`config.mk`:
```
export PLATFORM = sky130hd
export DESIGN_NAME = block_header_deframer
export DESIGN_NICKNAME = d
export VERILOG_FILES = /design/src/rtl/bhd_pkg.sv /design/src/rtl/block_header_deframer.sv
export SDC_FILE = /design/constraint.sdc
export NUM_CORES = 2
export LEC_CHECK = 0
export ABC_CLOCK_PERIOD_IN_PS = 27800
export BUFFER_PORTS_ARGS = -buffer_cell sky130_fd_sc_hd__buf_2
export CAP_MARGIN = 25
export CORE_MARGIN = 2
export CORE_UTILIZATION = 55
export DETAILED_ROUTE_END_ITERATION = 6
export PLACE_DENSITY = 0.71
export SYNTH_ARGS = -nofsm -noshare
export SYNTH_HDL_FRONTEND = slang
export SYNTH_SLANG_ARGS = --single-unit
```
`constraint.sdc`:
```
create_clock -name clk_i -period 27.8 [get_ports clk_i]
set_input_delay 4.17 -clock clk_i [delete_from_list [all_inputs] [get_ports clk_i]]
set_output_delay 4.17 -clock clk_i [all_outputs]
set_load 0.02 [all_outputs]
```
`src/rtl/bhd_pkg.sv`:
```
// ----------------------------------------------------------------------------
// bhd_pkg: shared types, codes and the per-byte parse step
// Holds the parse state, the result record and the function that applies one
// (already swapped) byte of a block to the parse state.
// ----------------------------------------------------------------------------
`timescale 1ns / 1ps

package bhd_pkg;

  // Parser phases
  localparam logic [1:0] PhIdle    = 2'd0;
  localparam logic [1:0] PhHeader  = 2'd1;
  localparam logic [1:0] PhPayload = 2'd2;
  localparam logic [1:0] PhTrunc   = 2'd3;

  // Result kinds
  localparam logic [1:0] KindHeader  = 2'd0;
  localparam logic [1:0] KindPayload = 2'd1;
  localparam logic [1:0] KindError   = 2'd2;

  // Configuration register indexes
  localparam logic [1:0] CfgSecHdrEn   = 2'd0;
  localparam logic [1:0] CfgByteSwap   = 2'd1;
  localparam logic [1:0] CfgReplyMask  = 2'd2;

  // Data type code that announces the two-byte extension
  localparam logic [4:0] TypeExt = 5'h1F;

  // Result queue geometry
  localparam int unsigned OutDepth = 4;
  localparam int unsigned OutPtrW  = 2;
  localparam int unsigned OutCntW  = 3;

  typedef struct packed {
    logic [1:0]  phase;
    logic [16:0] size;
    logic [15:0] hdr_word;
    logic [20:0] type_latch;
    logic [15:0] tag_err;
    logic [31:0] time_latch;
    logic [3:0]  hdr_len;
  } parse_st_t;

  typedef struct packed {
    logic [1:0]  kind;
    logic [1:0]  block_type;
    logic [8:0]  node_address;
    logic [20:0] data_type;
    logic [11:0] command_tag;
    logic [3:0]  error_code;
    logic [31:0] data_time;
    logic [16:0] payload_length;
    logic [7:0]  payload_byte;
    logic        last;
  } result_t;

  typedef struct packed {
    parse_st_t st;
    logic      vld;
    result_t   res;
  } feed_t;

  // Apply one byte at block position pos; may produce one result.
  function automatic feed_t bhd_feed(parse_st_t s_in, logic [7:0] b, logic [16:0] pos,
                                     logic sec_en, logic [1:0] reply_mask);
    feed_t       o;
    parse_st_t   s;
    logic        is_last;
    logic        prim4;
    logic [2:0]  prim;
    logic [16:0] rem;
    logic [16:0] pos_rel;
    logic [3:0]  sec;
    s       = s_in;
    o.vld   = 1'b0;
    o.res   = '0;
    prim4   = 1'b0;
    prim    = 3'd2;
    rem     = '0;
    pos_rel = '0;
    sec     = '0;
    is_last = (({1'b0, pos} + 18'd1) == {1'b0, s.size});
    case (s.phase)
      PhPayload: begin
        o.vld              = 1'b1;
        o.res.kind         = KindPayload;
        o.res.payload_byte = b;
        o.res.last         = is_last;
      end
      PhHeader: begin
        if (pos == 17'd0) begin
          s.hdr_word = {b, 8'h00};
        end else if (pos == 17'd1) begin
          s.hdr_word   = {s.hdr_word[15:8], b};
          s.type_latch = {16'd0, b[4:0]};
          prim         = (b[4:0] == TypeExt) ? 3'd4 : 3'd2;
          if (s.size < {14'd0, prim}) begin
            s.phase = PhTrunc;
          end else begin
            rem = s.size - {14'd0, prim};
            if (sec_en && rem != 17'd0) begin
              sec = ((s.hdr_word[15:14] & reply_mask) != 2'd0) ? 4'd6 : 4'd2;
            end
            if (rem < {13'd0, sec}) begin
              s.phase = PhTrunc;
            end else begin
              s.hdr_len = {1'b0, prim} + sec;
            end
          end
        end else begin
          // Extension bytes, then tag/error word, then time word
          prim4   = (s.type_latch[4:0] == TypeExt) || (s.type_latch[20:5] != 16'd0);
          pos_rel = pos - (prim4 ? 17'd4 : 17'd2);
          if (prim4 && pos < 17'd4) begin
            s.type_latch = {s.type_latch[12:0], b};
          end else if (pos_rel < 17'd2) begin
            s.tag_err = {s.tag_err[7:0], b};
          end else begin
            s.time_latch = {s.time_latch[23:0], b};
          end
        end
        if (s.phase == PhHeader && pos != 17'd0 &&
            ({1'b0, pos} + 18'd1) == {14'd0, s.hdr_len}) begin
          o.vld                = 1'b1;
          o.res.kind           = KindHeader;
          o.res.block_type     = s.hdr_word[15:14];
          o.res.node_address   = s.hdr_word[13:5];
          o.res.data_type      = s.type_latch;
          o.res.command_tag    = s.tag_err[11:0];
          o.res.error_code     = s.tag_err[15:12];
          o.res.data_time      = s.time_latch;
          o.res.payload_length = s.size - {13'd0, s.hdr_len};
          o.res.last           = is_last;
          s.phase              = PhPayload;
        end else if (is_last) begin
          o.vld      = 1'b1;
          o.res.kind = KindError;
          o.res.last = 1'b1;
        end
      end
      PhTrunc: begin
        if (is_last) begin
          o.vld      = 1'b1;
          o.res.kind = KindError;
          o.res.last = 1'b1;
        end
      end
      default: begin
      end
    endcase
    o.st = s;
    return o;
  endfunction

endpackage

```
`src/rtl/block_header_deframer.sv`:
```
// ----------------------------------------------------------------------------
// block_header_deframer: byte-stream block header parser
// Splits each incoming block into one header result followed by its payload
// bytes, with optional pair swap, extended data type and secondary header.
//
//   channel   | handshake             | payload
//   ----------+-----------------------+------------------------------------
//   in        | in_valid_i/in_ready_o | data_byte_i, block_size_i
//   out       | out_valid_o/out_ready_i | kind_o .. last_o (ten fields)
//   cfg       | cfg_we_i              | cfg_idx_i, cfg_wdata_i
//
// One byte is accepted per cycle. A byte yields up to two results (swapped
// pairs); they enter a 4-entry result queue that drains one per cycle, so
// in_ready_o drops while fewer than two slots are free. A result enters the
// queue as its byte is accepted. rst_ni clears the parser and queue at
// once; a stalled output only holds the queue, parsing continues while room.
// ----------------------------------------------------------------------------
`timescale 1ns / 1ps

module block_header_deframer #(
  parameter int unsigned MAX_BLOCK_BYTES = 65536
) (
  input  logic        clk_i,
  input  logic        rst_ni,
  input  logic        cfg_we_i,
  input  logic [1:0]  cfg_idx_i,
  input  logic [1:0]  cfg_wdata_i,
  input  logic        in_valid_i,
  output logic        in_ready_o,
  input  logic [7:0]  data_byte_i,
  input  logic [16:0] block_size_i,
  output logic        out_valid_o,
  input  logic        out_ready_i,
  output logic [1:0]  kind_o,
  output logic [1:0]  block_type_o,
  output logic [8:0]  node_address_o,
  output logic [20:0] data_type_o,
  output logic [11:0] command_tag_o,
  output logic [3:0]  error_code_o,
  output logic [31:0] data_time_o,
  output logic [16:0] payload_length_o,
  output logic [7:0]  payload_byte_o,
  output logic        last_o
);
  import bhd_pkg::*;

  localparam logic [31:0] MaxBytes = 32'(MAX_BLOCK_BYTES);

  logic        sec_en_q, swap_q;
  logic [1:0]  reply_mask_q;
  parse_st_t   st_q, st_d, st0;
  logic [16:0] pos_q, pos_d;
  logic [7:0]  held_q, held_d;
  logic [16:0] size_in;
  logic        pos_last;
  logic        f1_en, f2_en;
  logic [7:0]  f1_byte;
  logic [16:0] f1_pos;
  feed_t       f1, f2;
  logic        in_acc, out_acc;
  logic        w0_vld, w1_vld;
  result_t     w0_res, w1_res;
  result_t     fifo_q [OutDepth];
  logic [OutPtrW-1:0] wr_q, rd_q;
  logic [OutCntW-1:0] cnt_q, cnt_d;
  result_t     head;

  assign in_acc  = in_valid_i & in_ready_o;
  assign out_acc = out_valid_o & out_ready_i;

  // Configuration registers
  always_ff @(posedge clk_i or negedge rst_ni) begin
    if (!rst_ni) begin
      sec_en_q     <= 1'b1;
      swap_q       <= 1'b0;
      reply_mask_q <= 2'd2;
    end else if (cfg_we_i) begin
      case (cfg_idx_i)
        CfgSecHdrEn:  sec_en_q     <= cfg_wdata_i[0];
        CfgByteSwap:  swap_q       <= cfg_wdata_i[0];
        CfgReplyMask: reply_mask_q <= cfg_wdata_i;
        default: begin
        end
      endcase
    end
  end

  // Open a block on its first byte: clamp size and clear latches
  always_comb begin
    size_in = (block_size_i == 17'd0) ? 17'd1 : block_size_i;
    if ({15'd0, size_in} > MaxBytes) begin
      size_in = MaxBytes[16:0];
    end
  end

  always_comb begin
    st0 = st_q;
    if (st_q.phase == PhIdle) begin
      st0       = '0;
      st0.phase = PhHeader;
      st0.size  = size_in;
    end
  end

  logic [16:0] pos_cur;
  logic [7:0]  held_cur;
  assign pos_cur  = (st_q.phase == PhIdle) ? 17'd0 : pos_q;
  assign held_cur = (st_q.phase == PhIdle) ? 8'h00 : held_q;
  assign pos_last = (({1'b0, pos_cur} + 18'd1) == {1'b0, st0.size});

  // Route bytes through up to two parse steps (swapped pairs give two)
  always_comb begin
    f1_en   = !swap_q || pos_cur[0] || pos_last;
    f2_en   = swap_q && pos_cur[0];
    f1_byte = (swap_q && !pos_cur[0]) ? 8'h00 : data_byte_i;
    f1_pos  = (swap_q && pos_cur[0]) ? pos_cur - 17'd1 : pos_cur;
  end

  assign f1 = bhd_feed(st0, f1_byte, f1_pos, sec_en_q, reply_mask_q);
  assign f2 = bhd_feed(f1.st, held_cur, pos_cur, sec_en_q, reply_mask_q);

  // Next parser state
  always_comb begin
    st_d   = st_q;
    pos_d  = pos_q;
    held_d = held_q;
    if (in_acc) begin
      held_d = held_cur;
      if (f2_en) begin
        st_d = f2.st;
      end else if (f1_en) begin
        st_d = f1.st;
      end else begin
        st_d   = st0;
        held_d = data_byte_i;
      end
      if (({1'b0, pos_cur} + 18'd1) >= {1'b0, st0.size}) begin
        st_d.phase = PhIdle;
        pos_d      = '0;
      end else begin
        pos_d = pos_cur + 17'd1;
      end
    end
  end

  always_ff @(posedge clk_i or negedge rst_ni) begin
    if (!rst_ni) begin
      st_q   <= '0;
      pos_q  <= '0;
      held_q <= '0;
    end else begin
      st_q   <= st_d;
      pos_q  <= pos_d;
      held_q <= held_d;
    end
  end

  // Pack the produced results in order
  always_comb begin
    w0_vld = 1'b0;
    w1_vld = 1'b0;
    w0_res = f1.res;
    w1_res = f2.res;
    if (in_acc) begin
      if (f1_en && f1.vld) begin
        w0_vld = 1'b1;
        w1_vld = f2_en && f2.vld;
      end else if (f2_en && f2.vld) begin
        w0_vld = 1'b1;
        w0_res = f2.res;
      end
    end
  end

  // Result queue: write up to two, pop one
  always_ff @(posedge clk_i) begin
    if (w0_vld) begin
      fifo_q[wr_q] <= w0_res;
    end
    if (w1_vld) begin
      fifo_q[wr_q + OutPtrW'(1)] <= w1_res;
    end
  end

  always_comb begin
    cnt_d = cnt_q + OutCntW'(w0_vld) + OutCntW'(w1_vld) - OutCntW'(out_acc);
  end

  always_ff @(posedge clk_i or negedge rst_ni) begin
    if (!rst_ni) begin
      wr_q  <= '0;
      rd_q  <= '0;
      cnt_q <= '0;
    end else begin
      wr_q  <= wr_q + OutPtrW'(w0_vld) + OutPtrW'(w1_vld);
      rd_q  <= rd_q + OutPtrW'(out_acc);
      cnt_q <= cnt_d;
    end
  end

  assign in_ready_o  = (cnt_q <= OutCntW'(OutDepth - 2));
  assign out_valid_o = (cnt_q != '0);
  assign head        = fifo_q[rd_q];

  assign kind_o           = head.kind;
  assign block_type_o     = head.block_type;
  assign node_address_o   = head.node_address;
  assign data_type_o      = head.data_type;
  assign command_tag_o    = head.command_tag;
  assign error_code_o     = head.error_code;
  assign data_time_o      = head.data_time;
  assign payload_length_o = head.payload_length;
  assign payload_byte_o   = head.payload_byte;
  assign last_o           = head.last;

  // Checks
  a_cnt_bound: assert property (@(posedge clk_i) disable iff (!rst_ni)
    cnt_q <= OutCntW'(OutDepth))
    else $error("result queue overflow");

  a_err_last: assert property (@(posedge clk_i) disable iff (!rst_ni)
    (out_valid_o && kind_o == KindError) |-> last_o)
    else $error("format error result without last");

  a_size_set: assert property (@(posedge clk_i) disable iff (!rst_ni)
    (st_q.phase != PhIdle) |-> (st_q.size != '0 && pos_q < st_q.size))
    else $error("byte position outside block");

  a_payload_hdr: assert property (@(posedge clk_i) disable iff (!rst_ni)
    (st_q.phase == PhPayload) |-> (st_q.hdr_len != '0))
    else $error("payload phase without header length");

endmodule

```
==> impl_results.md <==
* Logic pwr share at 55.8%
* Switch share at 49.11%
* Final Net Count at 3652
* Antenna violations before repair at 2
* Full die area at 0.06652 mm^2
* PortBufs at 143
* Ranking of synthesized cells by area: edfxtp_1 37%, dfrtp_1 9.7%, mux4_2 6.9%, nand2_1 6.0%, o22ai_1 4.7%
* Crit Path Class: primary input to register
* Required time of the critical path at 28.08 ns
* Crit path DAT at 13.12 ns
* Post-synthesis net count at 3643
* Yosys top cell area share at 36.59%
* Final Max Slew Viols at 0
* Register Area at 0.01646 mm^2
* DRC errors left at 7
* Max Cap Viol at 0
* F_max at 0.07790 GHz
* Number of synthesized register bits at 571
* Post-CTS setup buffers at 0
* Detailed-route via count at 32.60k
* Largest net degree at the start of global routing at 87
* Setup TNS at 0 ns
* Yosys cell types at 97
* Resize count post-CTS at 0
* Fin crit period at 12.84 ns
* Post-DP HPWL at 85.74 mm
* Crit end category: register
* EDFF count, synth at 432
* CP peak stage delay at 0.77 ns
* IR drop worst, VDD at 0.1288 mV
* Antenna Cells at 0
* Avg Inst Size Synth at 9.977 um^2
* Layout area overhead at 10.60%
* Gr ovfl total at 0
* Clock skew at 0.05165 ns
* Status: complete, but fails checks
* First-pass GRT wire length at 196.4 mm
* Synth async-reset ratio at 24.34%
* Vias in the first global route at 31.11k
* Net switching power at 2.191 mW
* Worst-path clk slew at 0.06 ns
* Drt first pass iters at 7
* DRT Wirelength at 132.1 mm
* Finished Core Util at 61.17%
* Worst skew pair latency at 0.67 ns
* RSZ-0062 raised after global routing: no
* Crit path max-delay family: simple AND/OR/NAND/NOR gates
* Crit share post-route at 46.18%
* Row count at 93
* GPL Wtd Cong at 0.9890
* Hold-fix buffers at CTS at 0
* Post-synthesis sequential area ratio at 46.40%
* Post-Syn Instances at 3554
* Design internal power at 2.270 mW
* Hold Violations, Final at 0
* Crit-path slowest cell: buf_4
* Area occupied by multi-input gates at 0.01770 mm^2
* Failing checks: DRC
* CTS tree: yes
* Slew margin rel. at 20.06%
* CP startpoint kind: primary input
* Largest area contributor in the netlist: edfxtp_1
* Initial DRC count at 5179
* Crit-path max FO at 49
* Initial Util at 55.30%
* Avg Vias per Cell at 7.292
* Setup violators final at 0
* Sequential power share at 25.1%
* Gr usage total at 38.89%
* Warning count from the yosys run at 0
* I/O pin cnt at 144
* Worst-Margin Slew at 1.191 ns
* Worst Path Buf+Inv at 5
* Power share of the clock group at 19.1%
* ANT nets after route at 0
* Core ar. at 0.06412 mm^2
* Cell leakage power at 14.16 nW
* CTS max path bufs at 3
* Hold Path Class: register to register
* Top FF cell, synth: edfxtp_1
* Root Driver: clkbuf_16
* Mapped Area at 0.03546 mm^2
* Chip width at 257.9 um
* Die height at 257.9 um
* Clock sink count at 571
* Proportion of layout cells with a drive suffix above 1 at 15.38%
* Fill cell count at 5255
* Power Density at 113.8 mW/mm^2
* Most used cell, CP: buf_4
* # H-tree levels at 2
* Num CTS Buffers at 61
* Drt wl/cell at 29.54 um
## cells in the mapped netlist (12+ instances only)
master / number
o211ai_1: 39
clkbuf_1: 212
buf_2: 56
inv_1: 59
o221ai_1: 35
mux2_2: 33
a22oi_1: 94
a21oi_1: 127
nand4_1: 23
nand2_1: 564
a221o_1: 22
mux2i_1: 62
nor2_1: 224
o31ai_1: 18
buf_1: 28
xor2_1: 20
a22o_1: 59
xnor2_1: 59
or3_1: 17
mux4_2: 108
nor4_1: 27
and3_1: 12
o21ai_1: 20
o21ai_0: 326
o22ai_1: 266
nor3_1: 54
a211oi_1: 27
ha_1: 45
a31oi_1: 14
nand3_1: 62
o31a_1: 12
edfxtp_1: 432
dfrtp_1: 137
nand2b_1: 13
and2_1: 41
## layer usage
metal | GRT usage, % | vias up | share of wire, %
met5 | 0 | - | 0.017
met3 | 10.48 | 477 | 14
met2 | 58.91 | 2710 | 44
li1 | - | 13660 | -
met4 | 17.47 | 4 | 5.2
met1 | 52.69 | 15740 | 37
## final cells by class
class	count	area share (%)
tap	855	2.728
clock inverter	47	1.257
timing repair buffer	251	4.288
multi-input combinational	2616	45.12
clock buffer	68	4.036
sequential	571	41.98
inverter	62	0.5934
## path summary, 6_finish.rpt
path | startpoint | depth (start not counted) | slack, ns | endpoint
max | block_size_i[16] | 28 | 14.96 | fifo_q[3][93]
min reg2reg | st_q[91] | 2 | 0.49 | st_q[91]
max reg2reg | st_q[107] | 28 | 17.01 | fifo_q[3][93]
max in group asynchronous | rst_ni | 2 | 22.72 | st_q[1]
min in group asynchronous | rst_ni | 1 | 3.60 | rd_q[1]
min | st_q[91] | 2 | 0.49 | st_q[91]
## power groups by stage
stage / logic (mW) / registers [mW] / clock network (mW)
finish: 2.49 / 1.12 / 0.852
global placement: 2.34 / 1.13 / 0
CTS: 2.39 / 1.11 / 0.851
detailed placement: 2.38 / 1.13 / 0
floorplan: 1.67 / 1.06 / 0
global route: 2.61 / 1.13 / 0.883
## cells by family (layout without fill, tap and decap cells)
group,after synthesis,in the layout,share of synthesized area [%]
AO/OA/AOI/OAI,1164,1164,21.46
XOR/XNOR,80,80,2.015
AND/OR/NAND/NOR,1111,1111,14.03
flip-flops,571,571,46.40
adder cells (fa/ha/maj),57,57,2.209
buffers and inverters,367,428,4.192
multiplexers,204,204,9.690
## through the flow
stage / hold slack (ns) / power [mW] / std cells / setup slack [ns] / cell area [um^2]
CTS: 0.4896 / 4.354 / 4462 / 14.79 / 39080
detailed placement: 0.4743 / 3.508 / 4347 / 14.14 / 37000
global placement: 0.4673 / 3.465 / 4339 / 14.24 / 36870
finish: 0.4879 / 4.461 / 4470 / 14.96 / 39220
global route: 0.5249 / 4.620 / 4470 / 14.30 / 39220
floorplan: 0.4436 / 2.726 / 3554 / 9.952 / 35460
## registers in the layout, summed over array words and instances (netlist names), 2 cells and up
signal,flops
cnt_q,3
fifo_q,432
held_q,8
pos_q,17
rd_q,2
reply_mask_q,2
st_q,103
wr_q,2
## worst reg2reg max path: cells and delay by family, from the launching register on
kind	cells	cell delay, ns
AOI/OAI and AO/OA	10	3.13
xor gates and xnor gates	2	0.56
buffers and inverters	4	2.03
and+or+nand+nor	10	3.73
DFF	1	0.40
adders and majority gates	2	0.52
## placed cells by master, fill, tap and decap left out, drive strengths merged, types with 94 or more instances in the layout
cell / count
a21oi: 129
o22ai: 266
edfxtp: 432
o21ai: 347
dfrtp: 137
nand2: 564
mux4: 108
a22oi: 94
nor2: 224
buf: 250
Note: power is estimated with default switching activity, not from simulation.
